File: src/sv/mtet_pkg.sv
package mtet_pkg;

	// Encoder and tracker dimensions.
	localparam int COUNT_BITS      = 14;
	localparam int TURN_BITS       = 16;
	localparam int ALPHA_FRAC_BITS = 8;

	// Register widths fixed by the register map.
	localparam int STEP_BITS       = 14;
	localparam int OFFSET_BITS     = 14;
	localparam int ABS_OFFSET_BITS = 30;
	localparam int POSITION_BITS   = 40;
	localparam int CFG_DATA_BITS   = 30;
	localparam int CFG_INDEX_BITS  = 3;

	localparam int FILTER_BITS = COUNT_BITS + ALPHA_FRAC_BITS;
	localparam int ALPHA_BITS  = ALPHA_FRAC_BITS + 1;

	// Register indexes on the configuration port.
	localparam logic [CFG_INDEX_BITS-1:0] REG_INVERT_COUNT   = 3'd0;
	localparam logic [CFG_INDEX_BITS-1:0] REG_EMA_WEIGHT     = 3'd1;
	localparam logic [CFG_INDEX_BITS-1:0] REG_MAX_STEP       = 3'd2;
	localparam logic [CFG_INDEX_BITS-1:0] REG_CROSS_LIMIT    = 3'd3;
	localparam logic [CFG_INDEX_BITS-1:0] REG_OFFSET_CW      = 3'd4;
	localparam logic [CFG_INDEX_BITS-1:0] REG_OFFSET_CCW     = 3'd5;
	localparam logic [CFG_INDEX_BITS-1:0] REG_OFFSET_ABS     = 3'd6;

	// Reset values of the registers.
	localparam logic [ALPHA_BITS-1:0] ALPHA_ONE          = {1'b1, {ALPHA_FRAC_BITS{1'b0}}};
	localparam logic [STEP_BITS-1:0]  MAX_STEP_RESET     = STEP_BITS'(2048);
	localparam logic [STEP_BITS-1:0]  WRAP_THRESH_RESET  = STEP_BITS'(7737);

	typedef enum logic [1:0] {
		EV_NORMAL   = 2'd0,
		EV_TURN_DEC = 2'd1,
		EV_TURN_INC = 2'd2,
		EV_SPURIOUS = 2'd3
	} wrap_event_t;

	typedef struct packed {
		logic                              invert_count;
		logic [ALPHA_BITS-1:0]             ema_weight;
		logic [STEP_BITS-1:0]              max_step;
		logic [STEP_BITS-1:0]              cross_limit;
		logic [OFFSET_BITS-1:0]            offset_cw;
		logic [OFFSET_BITS-1:0]            offset_ccw;
		logic signed [ABS_OFFSET_BITS-1:0] offset_abs;
	} cfg_t;

	typedef struct packed {
		logic [COUNT_BITS-1:0] encoder_count;
		logic                  counterclockwise;
		logic                  apply_abs_offset;
	} item_t;

	typedef struct packed {
		logic [FILTER_BITS-1:0]      filter_value;
		logic                        filter_started;
		logic [COUNT_BITS-1:0]       previous_angle;
		logic signed [TURN_BITS-1:0] turn_counter;
	} track_state_t;

	typedef struct packed {
		logic [COUNT_BITS-1:0]           rotor_angle;
		logic signed [POSITION_BITS-1:0] position;
		logic signed [TURN_BITS-1:0]     turn_total;
		wrap_event_t                     wrap_event;
		logic                            turn_saturated;
	} result_t;

endpackage

File: src/sv/mtet_step.sv
module mtet_step (
	input  mtet_pkg::cfg_t         cfg,
	input  mtet_pkg::track_state_t state_cur,
	input  mtet_pkg::item_t        item,
	output mtet_pkg::track_state_t state_next,
	output mtet_pkg::result_t      result
);
	import mtet_pkg::*;

	localparam int PROD_BITS = FILTER_BITS + ALPHA_BITS;
	localparam int SUM_BITS  = PROD_BITS + 1;
	localparam int CMP_BITS  = ((COUNT_BITS > STEP_BITS) ? COUNT_BITS : STEP_BITS) + 2;
	localparam logic [FILTER_BITS:0] HALF_LSB = (FILTER_BITS + 1)'(1) << (ALPHA_FRAC_BITS - 1);
	localparam logic signed [TURN_BITS-1:0] TURN_MAX = {1'b0, {(TURN_BITS-1){1'b1}}};
	localparam logic signed [TURN_BITS-1:0] TURN_MIN = {1'b1, {(TURN_BITS-1){1'b0}}};

	logic [COUNT_BITS-1:0]         sample;
	logic [ALPHA_BITS-1:0]         alpha;
	logic [ALPHA_BITS-1:0]         beta;
	logic [FILTER_BITS-1:0]        sample_fx;
	logic [FILTER_BITS-1:0]        filter_old;
	logic [PROD_BITS-1:0]          prod_new;
	logic [PROD_BITS-1:0]          prod_old;
	logic [SUM_BITS-1:0]           filter_sum;
	logic [FILTER_BITS-1:0]        filter_new;
	logic [FILTER_BITS:0]          filter_round;
	logic [COUNT_BITS-1:0]         angle;
	logic signed [COUNT_BITS:0]    delta;
	logic signed [CMP_BITS-1:0]    delta_w;
	logic signed [CMP_BITS-1:0]    max_w;
	logic signed [CMP_BITS-1:0]    wrap_w;
	logic signed [TURN_BITS-1:0]   turn_new;
	wrap_event_t                   event_code;
	logic                          sat;
	logic [OFFSET_BITS-1:0]        dir_offset;
	logic signed [POSITION_BITS-1:0] pos_base;

	always_comb begin
		sample = cfg.invert_count ? (COUNT_BITS'(0) - item.encoder_count) : item.encoder_count;
		alpha = (cfg.ema_weight > ALPHA_ONE) ? ALPHA_ONE : cfg.ema_weight;
		beta = ALPHA_ONE - alpha;
		sample_fx = {sample, {ALPHA_FRAC_BITS{1'b0}}};
		// The first sample seeds the filter with itself.
		filter_old = state_cur.filter_started ? state_cur.filter_value : sample_fx;
		prod_new = PROD_BITS'(alpha) * PROD_BITS'(sample_fx);
		prod_old = PROD_BITS'(beta) * PROD_BITS'(filter_old);
		filter_sum = SUM_BITS'(prod_new) + SUM_BITS'(prod_old) + SUM_BITS'(HALF_LSB);
		filter_new = FILTER_BITS'(filter_sum >> ALPHA_FRAC_BITS);
		filter_round = (FILTER_BITS + 1)'(filter_new) + HALF_LSB;
		angle = filter_round[ALPHA_FRAC_BITS +: COUNT_BITS];
	end

	always_comb begin
		delta = $signed({1'b0, angle}) - $signed({1'b0, state_cur.previous_angle});
		delta_w = CMP_BITS'(delta);
		max_w = $signed(CMP_BITS'(cfg.max_step));
		wrap_w = $signed(CMP_BITS'(cfg.cross_limit));
		turn_new = state_cur.turn_counter;
		event_code = EV_NORMAL;
		sat = 1'b0;
		if (!((delta_w < max_w) && (-delta_w < max_w))) begin
			priority if (delta_w > wrap_w) begin
				event_code = EV_TURN_DEC;
				if (state_cur.turn_counter > TURN_MIN) begin
					turn_new = state_cur.turn_counter - TURN_BITS'(1);
				end else begin
					sat = 1'b1;
				end
			end else if (delta_w < -wrap_w) begin
				event_code = EV_TURN_INC;
				if (state_cur.turn_counter < TURN_MAX) begin
					turn_new = state_cur.turn_counter + TURN_BITS'(1);
				end else begin
					sat = 1'b1;
				end
			end else begin
				event_code = EV_SPURIOUS;
			end
		end
	end

	always_comb begin
		dir_offset = item.counterclockwise ? cfg.offset_ccw : cfg.offset_cw;
		pos_base = POSITION_BITS'($signed({turn_new, angle}));

		state_next.filter_value   = filter_new;
		state_next.filter_started = 1'b1;
		state_next.previous_angle = angle;
		state_next.turn_counter   = turn_new;

		result.rotor_angle    = angle - COUNT_BITS'(dir_offset);
		result.position       = item.apply_abs_offset ?
			(pos_base - POSITION_BITS'(cfg.offset_abs)) : pos_base;
		result.turn_total     = turn_new;
		result.wrap_event     = event_code;
		result.turn_saturated = sat;
	end

endmodule

File: src/sv/multi_turn_encoder_tracker.sv
// Multi-turn encoder tracker: takes one single-turn encoder count per input beat, optionally
// inverts it, smooths it with an exponential average (weight of the new sample in Q8, the first
// sample after reset seeds the filter) and counts whole turns from jumps of the rounded angle
// across the zero point. Each input beat yields exactly one output beat carrying the
// offset-corrected single-turn angle, the signed 40-bit multi-turn position, the saturating
// turn count, a wrap event code and a saturation flag. An input beat is registered, processed
// by the filter/unwrap logic (two small multipliers, an add and the turn compares) and lands in
// the output register. One beat per cycle is sustained while out_stall is low; the filter and
// turn state close their loop within the filter/unwrap logic. A new beat is taken while a
// result waits in the output register. Registers are written through cfg_we/cfg_index/cfg_data
// and should only be changed while no beat is in flight; an unknown index is ignored.
module multi_turn_encoder_tracker (
	input  logic                                  clk,
	input  logic                                  arst_n,

	input  logic                                  cfg_we,
	input  logic [mtet_pkg::CFG_INDEX_BITS-1:0]   cfg_index,
	input  logic [mtet_pkg::CFG_DATA_BITS-1:0]    cfg_data,

	input  logic                                  in_valid,
	output logic                                  in_stall,
	input  logic [mtet_pkg::COUNT_BITS-1:0]       encoder_count,
	input  logic                                  counterclockwise,
	input  logic                                  apply_abs_offset,

	output logic                                  out_valid,
	input  logic                                  out_stall,
	output logic [mtet_pkg::COUNT_BITS-1:0]       rotor_angle_counts,
	output logic signed [mtet_pkg::POSITION_BITS-1:0] absolute_position,
	output logic signed [mtet_pkg::TURN_BITS-1:0] turn_total,
	output logic [1:0]                            wrap_event,
	output logic                                  turn_saturated
);
	import mtet_pkg::*;

	cfg_t         cfg_q;
	track_state_t state_q;
	track_state_t state_next;
	item_t        item_s1;
	logic         valid_s1;
	result_t      result_comb;
	result_t      result_s2;
	logic         valid_s2;
	logic         advance;
	logic         in_accept;

	// Configuration registers.
	always_ff @(posedge clk or negedge arst_n) begin
		if (!arst_n) begin
			cfg_q.invert_count   <= 1'b0;
			cfg_q.ema_weight     <= ALPHA_ONE;
			cfg_q.max_step       <= MAX_STEP_RESET;
			cfg_q.cross_limit    <= WRAP_THRESH_RESET;
			cfg_q.offset_cw      <= '0;
			cfg_q.offset_ccw     <= '0;
			cfg_q.offset_abs     <= '0;
		end else if (cfg_we) begin
			unique case (cfg_index)
				REG_INVERT_COUNT:   cfg_q.invert_count   <= cfg_data[0];
				REG_EMA_WEIGHT:     cfg_q.ema_weight     <= cfg_data[ALPHA_BITS-1:0];
				REG_MAX_STEP:       cfg_q.max_step       <= cfg_data[STEP_BITS-1:0];
				REG_CROSS_LIMIT:    cfg_q.cross_limit    <= cfg_data[STEP_BITS-1:0];
				REG_OFFSET_CW:      cfg_q.offset_cw      <= cfg_data[OFFSET_BITS-1:0];
				REG_OFFSET_CCW:     cfg_q.offset_ccw     <= cfg_data[OFFSET_BITS-1:0];
				REG_OFFSET_ABS:     cfg_q.offset_abs     <= $signed(cfg_data[ABS_OFFSET_BITS-1:0]);
				default: begin
				end
			endcase
		end
	end

	// The processing stage moves its beat on whenever the output register is empty or is
	// being emptied in the same cycle. The input side stalls only while a beat sits in the
	// input register and cannot move on.
	assign advance   = valid_s1 && (!valid_s2 || !out_stall);
	assign in_stall  = valid_s1 && !advance;
	assign in_accept = in_valid && !in_stall;

	always_ff @(posedge clk or negedge arst_n) begin
		if (!arst_n) begin
			valid_s1 <= 1'b0;
		end else if (in_accept) begin
			valid_s1 <= 1'b1;
		end else if (advance) begin
			valid_s1 <= 1'b0;
		end
	end

	always_ff @(posedge clk) begin
		if (in_accept) begin
			item_s1.encoder_count    <= encoder_count;
			item_s1.counterclockwise <= counterclockwise;
			item_s1.apply_abs_offset <= apply_abs_offset;
		end
	end

	mtet_step u_step (
		.cfg        (cfg_q),
		.state_cur  (state_q),
		.item       (item_s1),
		.state_next (state_next),
		.result     (result_comb)
	);

	// Tracking state is updated exactly when a beat is handed to the output register, so the
	// state always reflects the most recent result.
	always_ff @(posedge clk or negedge arst_n) begin
		if (!arst_n) begin
			state_q <= '0;
		end else if (advance) begin
			state_q <= state_next;
		end
	end

	always_ff @(posedge clk or negedge arst_n) begin
		if (!arst_n) begin
			valid_s2 <= 1'b0;
		end else if (advance) begin
			valid_s2 <= 1'b1;
		end else if (!out_stall) begin
			valid_s2 <= 1'b0;
		end
	end

	always_ff @(posedge clk) begin
		if (advance) begin
			result_s2 <= result_comb;
		end
	end

	assign out_valid          = valid_s2;
	assign rotor_angle_counts = result_s2.rotor_angle;
	assign absolute_position  = result_s2.position;
	assign turn_total         = result_s2.turn_total;
	assign wrap_event         = result_s2.wrap_event;
	assign turn_saturated     = result_s2.turn_saturated;

`ifndef NO_ASSERTIONS
	// A blocked turn change is only ever reported with a turn event.
	a_sat_has_turn_event: assert property (@(posedge clk) disable iff (!arst_n)
		(valid_s2 && result_s2.turn_saturated) |->
		(result_s2.wrap_event == EV_TURN_DEC || result_s2.wrap_event == EV_TURN_INC))
		else $error("turn_saturated without a turn event");

	// The shown turn count is the live tracking state.
	a_turn_matches_state: assert property (@(posedge clk) disable iff (!arst_n)
		valid_s2 |-> (result_s2.turn_total == state_q.turn_counter))
		else $error("turn_total differs from the turn counter");

	// Any delivered result implies the filter has been seeded.
	a_filter_seeded: assert property (@(posedge clk) disable iff (!arst_n)
		valid_s2 |-> state_q.filter_started)
		else $error("result present with unseeded filter");

	// A result that was not taken is still there on the next edge.
	a_no_result_lost: assert property (@(posedge clk) disable iff (!arst_n)
		(valid_s2 && out_stall) |=> valid_s2)
		else $error("result dropped while stalled");
`endif

endmodule

File: config.mk
export PLATFORM = sky130hd
export DESIGN_NAME = multi_turn_encoder_tracker
export DESIGN_NICKNAME = d
export VERILOG_FILES = /design/src/sv/mtet_pkg.sv /design/src/sv/mtet_step.sv /design/src/sv/multi_turn_encoder_tracker.sv
export SDC_FILE = /design/constraint.sdc
export NUM_CORES = 1
export LEC_CHECK = 0
export ABC_CLOCK_PERIOD_IN_PS = 36400
export BUFFER_PORTS_ARGS = -buffer_cell sky130_fd_sc_hd__buf_2
export CORE_MARGIN = 2
export CORE_UTILIZATION = 69
export DETAILED_ROUTE_END_ITERATION = 10
export PLACE_DENSITY = 0.88
export REMOVE_ABC_BUFFERS = 1
export SLEW_MARGIN = 15
export SYNTH_ARGS = -nofsm -noshare
export SYNTH_HDL_FRONTEND = slang
export SYNTH_HIERARCHICAL = 1
export SYNTH_SLANG_ARGS = --single-unit
File: constraint.sdc
create_clock -name clk -period 36.4 [get_ports clk]
set_input_delay 7.28 -clock clk [delete_from_list [all_inputs] [get_ports clk]]
set_output_delay 7.28 -clock clk [all_outputs]
set_load 0.005 [all_outputs]
# Word level (Yosys, flattened, before mapping)
# Index checks and enable logic that the tools add are counted.
# totals
word_cells	89
reg_bits	240
inputBits	54
# op_classes
n_mux	20
n_addsub	12
n_reduce_logical	19
n_lt_le_gt_ge	7
n_eq_ne	7
mul	2
# ops
op	count
$mux 16	5
$mux 40	1
$sub 30x30->31	1
$add 30x30->30	1
$add 30x8->30 const B	1
$mul 9x22->30	1
$mux 14	2
$add 22x8->22 const B	1
$mul 9x14->22	1
$mux 22	1
$add 16x2->16 const B	1
$gt 16x16->1 const B	1
$lt 15x16->1	1
$lt 16x15->1	1
$lt 16x16->1 const B	1
$neg 14->16	1
$neg 15->16	1
$sub 16x2->16 const B	1
$gt 15x15->1	1
$lt 15x15->1	1
$sub 14x14->15	1
$reduce_and 2->1	7
$sub 1x14->14 const A	1
$sub 14x14->14	1
other kinds (14)	32

# Logic depth before layout (Yosys ltp)
# Gate-level depths: netlist of run 1.
# depth
ltp_word	14
mapped_depth	70
ltp_nobuf	68

# By module
# Netlist of run 1, hierarchy kept.
# by_module_without_submodules
module	instances	cells_each	area_each_um2	seq_area_each_um2
mtet_step	1	2190	17098.9	0.0
multi_turn_encoder_tracker	1	418	8465.6	6463.7

# Worst setup path after synthesis of run 1
# OpenSTA, ideal clock, no wires.
# synth_path
path_type	input-to-output
startpoint	input out_stall
endpoint	output in_stall
path_stages	2
n_path_buf	0
arrival_ns	7.433
setup_slack_ns	21.687
path_cell_list	nand3_1 -> inv_1
# synth_via
elab_chain_cells	5
# synth_rtl
item	line	text
start, declared	multi_turn_encoder_tracker.sv:27	input logic out_stall,
$logic_not 1->1	-	
$logic_or 1x1->1	multi_turn_encoder_tracker.sv:75	assign advance = valid_s1 && (!valid_s2 || !out_stall);
$logic_and 1x1->1	multi_turn_encoder_tracker.sv:75	
$logic_not 1->1	multi_turn_encoder_tracker.sv:76	assign in_stall = valid_s1 && !advance;
$logic_and 1x1->1	multi_turn_encoder_tracker.sv:76	
end, declared	multi_turn_encoder_tracker.sv:21	output logic in_stall,
# Every way passes these cells.

==> summary.txt, run 1 <==
Outcome
  – Run status: finished clean

Synth
  – Compound-cell area share of the yosys netlist: under 10%
  – Synth top area cells: fa_1 19%, dfrtp_1 14%, edfxtp_1 10%
  – Synth warnings: 6
  – Unique masters post-synth: around 90
  – Number of synthesized flops with an enable pin: between 80 and 90
  – Number of synthesized register bits: 240
  – Area leader, netlist: fa_1
  – Synth Flop Type: dfrtp_1
  – Simple-gate share of the synthesized area: 13.2%
  – Yosys top cell area share: about a fifth
  – Mux share of post-synthesis cell area: 9.43%
  – Mapped cell area: ~26000 µm²
  – Post-synthesis async set-or-reset flop share: a little over three fifths
  – Post-synthesis sequential area ratio: between 20% and 30%
  – Post-synthesis area per instance: around 9.8 µm²
  – Adder-Cell Fraction of Synth Area: between 20% and 30%
  – Largest family of logic cells by synthesized area: adder cells
  – Post-synthesis xor/xnor area fraction: a little under 6%
  – Mapped Cells: 2608

Finish
  – Ant. Diodes: 0
  – Nets: 3193
  – Fill count: 2476
  – Share of layout cells above drive strength 1: approximately 16%
  – Most common cell after layout, fill and taps aside: inv_1
  – Area Growth Syn to Fin: 6.83%
  – Commonest cells after routing, fill and taps aside: 395 x inv_1, 248 x fa_1, 223 x nand2_1

Clock network
  – CTS Buf Count: 26
  – Skew-Pair Late Insertion Delay: 560 ps
  – Htree depth: 1
  – Sink Count: 240
  – Post-CTS Setup Inserts: 0
  – Worst-path clk slew: 70 ps
  – Hold Buf Count CTS: 0
  – Clock root cell: clkbuf_16
  – CTS resizes: 0
  – Max Root-Sink Buffers: 3
  – CTS tree: yes

Hold path
  – Worst Hold End: out_valid
  – Hold path depth: 1
  – Min-delay src: valid_s1
  – Min-delay worst type: flop to flop

Global routing
  – Met1 usage: a little under half
  – Largest net degree at the start of global routing: 81
  – Tot GR Track Use: a little over a third
  – GR peak layer: met2
  – Vias in the first global route: ~21k
  – Global-route wire length before repair: about 110000 µm
  – Overflow left after global routing: 0
  – GRT met2 Usage: 56.3%
  – Initial antenna violation count: 0
  – Global routing usage on met3: 7.38%

Critical path
  – Max stage delay cell, worst path: dfstp_2
  – CP delay by family, top: compound AO/OA/AOI/OAI gates
  – R2R cell count: between 50 and 60
  – Crit end category: flop
  – RR Endpoint: absolute_position[29]
  – WS Path Type: flop to flop
  – WP data arrival: about 17000 ps
  – Critical Path Start: cfg_q[94]
  – CP max FO: 33
  – Buffers and inverters on the worst path: 5
  – Startpoint types: flop
  – Beginning of the worst register-to-register path: cfg_q[94]
  – Crit-path max cell delay: between 800 and 900 ps
  – R2R setup slack: between 15000 and 20000 ps
  – Worst Path Required: around 37000 ps

Detailed routing
  – DRC Markers: 0
  – First-iteration detailed-routing DRC count: about 1.9k
  – Via density: approximately 6.3
  – Routed WL per cell: 20.7 µm
  – DR pass1 iterations: 7
  – DRT Wirelength: 65700 µm
  – Routed Antenna Nets: 0
  – Vias: 19.9k

Timing
  – FMAX: between 50 and 60 MHz
  – Final setup fails: 0
  – Clock Skew: roughly 20 ps
  – Slew Viols, Final: 0
  – Final period util: between 40 and 50%
  – Setup_tns: 0 ps
  – Final Hold Fails: 0
  – Post-layout min period: approximately 17000 ps
  – Actual slew at the worst max-slew pin: 1070 ps
  – RSZ-0062 raised after global routing: no
  – Slew headroom: 26.6%

Floorplan
  – Die ar.: about 39000 µm²
  – Core box area: approximately 37000 µm²
  – Die Width: a little under 200 µm
  – Top Ports: around 130
  – Cell row count: 70
  – Starting Density: between 60% and 70%
  – Height of the die: between 150 and 200 µm

Place
  – GPL Wtd Cong: about 0.99
  – DP HPWL: between 50000 and 60000 µm
  – # port buffers: about 130

Flow run
  – Max cap viols: 0
-- worst reg2reg max path: cells and delay by family, from the launching register on --
| family | cells | cell delay [ps] |
|---|---|---|
| AO/OA/AOI/OAI | 19 | 4650 |
| AND/OR/NAND/NOR | 17 | 4590 |
| multiplexers | 2 | 600 |
| XOR/XNOR | 4 | 1000 |
| flip-flops | 1 | 850 |
| adder cells (fa/ha/maj) | 10 | 4200 |
| buffers and inverters | 5 | 750 |
-- per-stage QoR --
stage	util, %	std cells	area, µm²	setup WS, ps	hold slack (ps)
6_report	74.8	3176	27300	19510	496
2_1_floorplan	-	2505	25000	18740	442
4_1_cts	74.8	3176	27300	19920	499
3_3_place_gp	72.4	3128	26400	20710	465
5_1_grt	74.8	3176	27300	18640	512
3_5_place_dp	72.4	3128	26400	20000	494
-- layout make-up --
cell class	instances	area (µm²)	share of cell area, %
timing repair buffer	155	850	3.11
clock inverter	10	97.6	0.357
inverter	397	1490	5.46
multi-input combinational	1868	17000	62.4
sequential	240	6460	23.7
clock buffer	38	786	2.88
tap	468	586	2.14
-- metal layers --
metal,vias up,wire length [µm],part of all wire (%)
li1,8783,-,-
met1,9734,25500,39
met2,1094,30600,47
met3,275,6270,9.5
met4,0,3400,5.2
met5,-,0,0
-- registers in the layout (all words and copies together) (netlist names) --
signal / count
cfg_q: 96
state_q: 53
absolute_position: 40
item_s1: 16
turn_total: 16
rotor_angle_counts: 14
wrap_event: 2
out_valid: 1
turn_saturated: 1
valid_s1: 1
-- kinds of logic (layout without fill, tap and decap cells) --
logic type               count (synthesis)  after routing
AO/OA/AOI/OAI                          316            316
buffers and inverters                  500            600
adder cells (fa/ha/maj)                452            452
AND/OR/NAND/NOR                        718            718
XOR/XNOR                               171            171
multiplexers                           210            210
flip-flops                             240            240
other                                    1              1
-- synth_stat cells, types with 11 or more instances --
master    instances
nor4_1           17
nand2b_1         28
buf_4            34
mux2i_1          27
or2_2            11
clkbuf_1         49
inv_1           395
nor2_1          221
o21ai_0          50
and3_1           19
a21oi_1          71
nand3_1          54
a21boi_0         11
xor2_1           52
or3_1            14
edfxtp_1         89
nor3_1           34
dfrtp_1         141
fa_1            248
mux2_2          162
ha_1            203
nand4_1          12
a21o_1           42
xnor2_1         118
nor2b_1          28
mux2_4           21
and2_1           24
nand2_1         223
o21a_1           29
-- worst max path at each step --
stage / endpoint / slack, ps / cells after the start
floorplan: state_q[0] / 18740 / 2
global placement: absolute_position[29] / 20710 / 55
global route: absolute_position[29] / 18640 / 54
finish: absolute_position[29] / 19510 / 57
detailed placement: absolute_position[29] / 20000 / 55
CTS: absolute_position[29] / 19920 / 55
Power of run 1 is left out: the tool's default activity adds up to more than one toggle a clock period on the data nets, which glitch-free logic cannot reach.
==> inputs of run 2 (changes only) <==
--- a/config.mk
+++ b/config.mk
@@ -5,12 +5,13 @@
 export SDC_FILE = /design/constraint.sdc
 export NUM_CORES = 1
 export LEC_CHECK = 0
-export ABC_CLOCK_PERIOD_IN_PS = 36400
+export ABC_AREA = 1
+export ABC_CLOCK_PERIOD_IN_PS = 16400
 export BUFFER_PORTS_ARGS = -buffer_cell sky130_fd_sc_hd__buf_2
 export CORE_MARGIN = 2
-export CORE_UTILIZATION = 69
+export CORE_UTILIZATION = 64
 export DETAILED_ROUTE_END_ITERATION = 10
-export PLACE_DENSITY = 0.88
+export PLACE_DENSITY = 0.83
 export REMOVE_ABC_BUFFERS = 1
 export SLEW_MARGIN = 15
 export SYNTH_ARGS = -nofsm -noshare
==> constraint.sdc (replaced) <==
create_clock -name clk -period 16.4 [get_ports clk]
set_input_delay 3.28 -clock clk [delete_from_list [all_inputs] [get_ports clk]]
set_output_delay 3.28 -clock clk [all_outputs]
set_load 0.005 [all_outputs]
==> summary.txt, run 2 <==
Global routing
  – Tot GR Track Use: roughly 35%
  – Overflow left after global routing: 0
  – Initial antenna violation count: 1
  – Largest net degree at the start of global routing: 94
  – Global-route wire length before repair: around 120000 µm
  – Vias in the first global route: 24.1k

Synth
  – Mapped cell area: ~27000 µm²
  – Number of synthesized register bits: 240
  – Post-synthesis sequential area ratio: approximately a quarter
  – Mapped Cells: ~3.7k
  – Post-synthesis area per instance: around 7.4 µm²
  – Synth Flop Type: dfrtp_1
  – Most frequent cell after synthesis: nand2_1
  – Most instantiated cells after synthesis: 1176 x nand2_1, 647 x inv_1, 295 x nor2_1, 248 x fa_1, 224 x nand3_1
  – Synth warnings: 6
  – Synth top area cells: fa_1 18%, nand2_1 16%, dfrtp_1 13%
  – Unique masters post-synth: 62
  – Yosys top cell area share: 18.1%
  – Area leader, netlist: fa_1
  – Post-synthesis async set-or-reset flop share: 62.9%
  – Number of synthesized flops with an enable pin: slightly below 90

Floorplan
  – Starting Density: 65.2%
  – Height of the die: between 200 and 250 µm
  – Top Ports: 129
  – Core box area: approximately 42000 µm²
  – Die ar.: 44600 µm²
  – Cell row count: 75
  – Die Width: about 210 µm

Finish
  – Share of layout cells above drive strength 1: approximately 7.6%
  – Fill count: between 3k and 4k
  – Max FFs per register: 96
  – Most common cell after layout, fill and taps aside: nand2_1
  – Nets: approximately 4.3k
  – Multi-input logic area: about 18000 µm²
  – Post-Route Utilization: 69.1%
  – Commonest cells after routing, fill and taps aside: 1174 x nand2_1, 647 x inv_1, 295 x nor2_1
  – Biggest register: cfg_q
  – Area Growth Syn to Fin: 6.09%
  – Register area: 6460 µm²
  – Ant. Diodes: 0

Clock network
  – Htree depth: 1
  – Clock root cell: clkbuf_16
  – Worst-path clk slew: 60 ps
  – Max Root-Sink Buffers: 3
  – Hold Buf Count CTS: 0
  – Sink Count: 240
  – Skew-Pair Late Insertion Delay: about 560 ps
  – CTS Buf Count: 27
  – CTS tree: yes

Critical path
  – Crit end category: flop
  – Critical Path Start: item_s1[2]
  – WS Path Type: flop to flop
  – Startpoint types: flop
  – Most used cell along the critical path: nand2_1
  – Crit-path max cell delay: approximately 710 ps
  – Worst Path Required: 16620 ps
  – CP delay by family, top: simple AND/OR/NAND/NOR gates
  – WP data arrival: approximately 15000 ps
  – Max stage delay cell, worst path: nor4b_1
  – CP max FO: 19
  – Beginning of the worst register-to-register path: item_s1[2]
  – Buffers and inverters on the worst path: 12

Timing
  – RSZ-0062 raised after global routing: no
  – Final setup margin: 1400 ps
  – Slew Viols, Final: 0
  – WHS: approximately 470 ps
  – Actual slew at the worst max-slew pin: around 1200 ps
  – Post-layout min period: around 15000 ps
  – FMAX: roughly 67 MHz
  – Final Hold Fails: 0
  – Clock Skew: around 18 ps
  – Final setup fails: 0
  – Final period util: roughly nine tenths
  – Setup_tns: 0 ps
  – Slew headroom: about a fifth

Detailed routing
  – DR pass1 iterations: 7
  – First-iteration detailed-routing DRC count: about 2.6k
  – DRT Wirelength: around 75000 µm
  – Routed WL per cell: approximately 17 µm
  – Routed Antenna Nets: 0
  – DRC Markers: 0
  – Vias: ~25k
  – Via density: 5.70

Outcome
  – Run status: finished clean

Place
  – GPL Wtd Cong: 0.981
  – Pre-CTS setup slack: around 1400 ps
  – DP HPWL: 57800 µm
  – # port buffers: between 100 and 150

Hold path
  – Min-delay worst type: flop to flop
  – Min-delay src: cfg_q[44]

Flow run
  – Max cap viols: 0
run 2: cell count changes in the layout (fill, tap and decap cells not counted), sizes merged, moves of 96 or more:
cell	previous run	this run
mux2	183	1
nor2	221	317
nand2	223	1202
nand3	54	229
inv	396	660
xnor2	119	20
run 2: cell families after synthesis:
family | synth area share [%]
muxes | 0.515
DFF | 23.5
other | 0.0137
and+or+nand+nor | 28.5
adders and majority gates | 27.3
xor gates and xnor gates | 3.06
buffers and inverters | 11.4
AOI/OAI and AO/OA | 5.70
run 2: worst paths after layout:
| kind | to | slack (ps) | depth (start not counted) |
|---|---|---|---|
| worst max-delay path | absolute_position[33] | 1400 | 75 |
| max in group asynchronous | cfg_q[16] | 12240 | 2 |
| worst min register to register | cfg_q[44] | 470 | 2 |
| worst max register to register | absolute_position[33] | 1400 | 75 |
| min in group asynchronous | cfg_q[59] | 2790 | 1 |
| worst min-delay path | cfg_q[44] | 470 | 2 |
run 2: stage by stage:
step | instance area (µm²) | instances
2_1_floorplan | 26800 | 3606
3_3_place_gp | 28200 | 4281
3_5_place_dp | 28200 | 4281
4_1_cts | 29100 | 4330
5_1_grt | 29100 | 4330
6_report | 29100 | 4330
run 2: repair_timing:
item,in CTS,in global routing
buffers inserted,0,0
setup endpoints to repair,0,13
resized for setup,0,3
run 2: final cells by class:
class | count | share of cell area, %
clock buffer | 30 | 2.43
clock inverter | 19 | 0.657
inverter | 662 | 8.58
multi-input combinational | 2704 | 61.4
sequential | 240 | 22.2
tap | 539 | 2.32
timing repair buffer | 136 | 2.43
run 2: worst register-to-register path, delay by kind of cell, from the launching register on:
kind / cells / cell delay (ps)
AO/OA/AOI/OAI: 9 / 1620
adder cells (fa/ha/maj): 11 / 4410
flip-flops: 1 / 550
XOR/XNOR: 3 / 910
buffers and inverters: 12 / 1220
AND/OR/NAND/NOR: 40 / 5940
run 2: layer usage:
metal,track usage (%),vias to the layer above,share of wire (%)
li1,-,11564,-
met1,48.8,11583,42
met2,54.9,1338,45
met3,6.48,199,10
met4,9.13,2,2.9
met5,0,-,0.015
Power of run 2 is left out for the same reason.
==> inputs of run 3 (changes only) <==
--- a/config.mk
+++ b/config.mk
@@ -12,7 +12,6 @@
 export CORE_UTILIZATION = 64
 export DETAILED_ROUTE_END_ITERATION = 10
 export PLACE_DENSITY = 0.83
-export REMOVE_ABC_BUFFERS = 1
 export SLEW_MARGIN = 15
 export SYNTH_ARGS = -nofsm -noshare
 export SYNTH_HDL_FRONTEND = slang
==> summary.txt, run 3 (same netlist as run 2, synthesis figures left out) <==
Critical path
  – CP delay by family, top: simple AND/OR/NAND/NOR gates
  – Crit-path max cell delay: 780 ps
  – Max stage delay cell, worst path: clkinv_1
  – Most used cell along the critical path: nand2_1
  – CP max FO: 20
  – WP data arrival: between 15000 and 20000 ps
  – Startpoint types: flop
  – WS Path Type: flop to flop
  – Crit end category: flop
  – Worst Path Required: approximately 17000 ps
  – Buffers and inverters on the worst path: 13

Place
  – DP HPWL: slightly below 60000 µm
  – GPL Wtd Cong: around 1
  – # port buffers: approximately 130

Floorplan
  – Starting Density: roughly 65%
  – Height of the die: 211 µm
  – Die Width: about 210 µm
  – Core box area: about 42000 µm²
  – Cell row count: 75
  – Die ar.: 44600 µm²
  – Top Ports: about 130

Detailed routing
  – DRT Wirelength: 73900 µm
  – Vias: around 25k
  – DR pass1 iterations: 6
  – First-iteration detailed-routing DRC count: roughly 2.6k
  – Routed Antenna Nets: 0
  – Via density: roughly 5.7
  – DRC Markers: 0
  – Routed WL per cell: 17.1 µm

Clock network
  – Sink Count: 240
  – Htree depth: 1
  – Hold Buf Count CTS: 0
  – CTS resizes: 0
  – Skew-Pair Late Insertion Delay: 550 ps
  – CTS tree: yes
  – Clock root cell: clkbuf_16
  – Worst-path clk slew: about 60 ps
  – CTS Buf Count: 26
  – Post-CTS Setup Inserts: 0
  – Max Root-Sink Buffers: 3

Timing
  – Final setup fails: 0
  – Clock Skew: between 30 and 40 ps
  – Slew headroom: 26.0%
  – Final Hold Fails: 0
  – Slew Viols, Final: 0
  – Actual slew at the worst max-slew pin: ~1100 ps
  – Setup_tns: 0 ps
  – RSZ-0062 raised after global routing: no
  – FMAX: about 66 MHz
  – Final period util: 92.2%
  – Post-layout min period: between 15000 and 20000 ps

Finish
  – Nets: ~4.3k
  – Share of layout cells above drive strength 1: 7.31%
  – Commonest cells after routing, fill and taps aside: 1175 x nand2_1, 647 x inv_1, 295 x nor2_1
  – Most common cell after layout, fill and taps aside: nand2_1
  – Max FFs per register: 96
  – Biggest register: cfg_q
  – Ant. Diodes: 0
  – Area Growth Syn to Fin: 5.83%

Synth
  – Post-Syn Nets: approximately 4.2k

Flow run
  – Max cap viols: 0

Global routing
  – Tot GR Track Use: 34.3%
  – Initial antenna violation count: 3
  – Global-route wire length before repair: approximately 120000 µm
  – Largest net degree at the start of global routing: 99
  – Overflow left after global routing: 0
  – Vias in the first global route: approximately 24k

Hold path
  – Min-delay worst type: flop to flop

Outcome
  – Run status: finished clean
[run 3: cell count changes in the layout (fill, tap and decap cells not counted), sizes merged]
| cell | previous run | this run |
|---|---|---|
| buf | 136 | 135 |
| inv | 660 | 658 |
| clkinv | 15 | 18 |
| clkinvlp | 4 | 0 |
| clkbuf | 30 | 32 |
[run 3: final cells by class]
cell class	instances	area, µm²
Tap cell	539	674
Inverter	662	2500
Timing Repair Buffer	135	699
Multi-Input combinational cell	2704	17900
Sequential cell	240	6460
Fill cell	3494	13100
Clock buffer	32	704
Clock inverter	16	133
[run 3: per-layer routing]
metal | vias to the layer above | routed length [µm] | GRT usage [%]
met5 | - | 22 | 0
met4 | 4 | 2350 | 10.9
met3 | 163 | 7630 | 6.50
met2 | 1267 | 33100 | 54.1
met1 | 11550 | 30800 | 48.0
li1 | 11548 | - | -
[run 3: tightest hold or removal path, cell delays in order, from the launching register on]
cell and delay [ps]:
dfrtp_1 340, nand2_1 50, nand2_1 50
[run 3: per-stage QoR]
step | hold WS [ps] | std cells | area, µm² | util, % | setup WS, ps
4_1_cts | 472 | 4328 | 29100 | 69.0 | 1640
5_1_grt | 492 | 4328 | 29100 | 69.0 | 168
6_report | 470 | 4328 | 29100 | 69.0 | 1270
3_5_place_dp | 457 | 4280 | 28200 | 67.0 | 1780
3_3_place_gp | 453 | 4280 | 28200 | 67.0 | 1940
2_1_floorplan | 438 | 3709 | 27500 | - | 4360
[run 3: path summary, 6_finish.rpt]
kind	slack [ps]	startpoint	endpoint	cells after the start
min in group asynchronous	2790	arst_n	cfg_q[79]	1
max in group asynchronous	12280	arst_n	state_q[35]	2
setup / recovery	1270	cfg_q[94]	absolute_position[39]	65
hold / removal	470	cfg_q[44]	cfg_q[44]	2
hold reg to reg	470	cfg_q[44]	cfg_q[44]	2
setup reg to reg	1270	cfg_q[94]	absolute_position[39]	65
Power of run 3 is left out for the same reason.
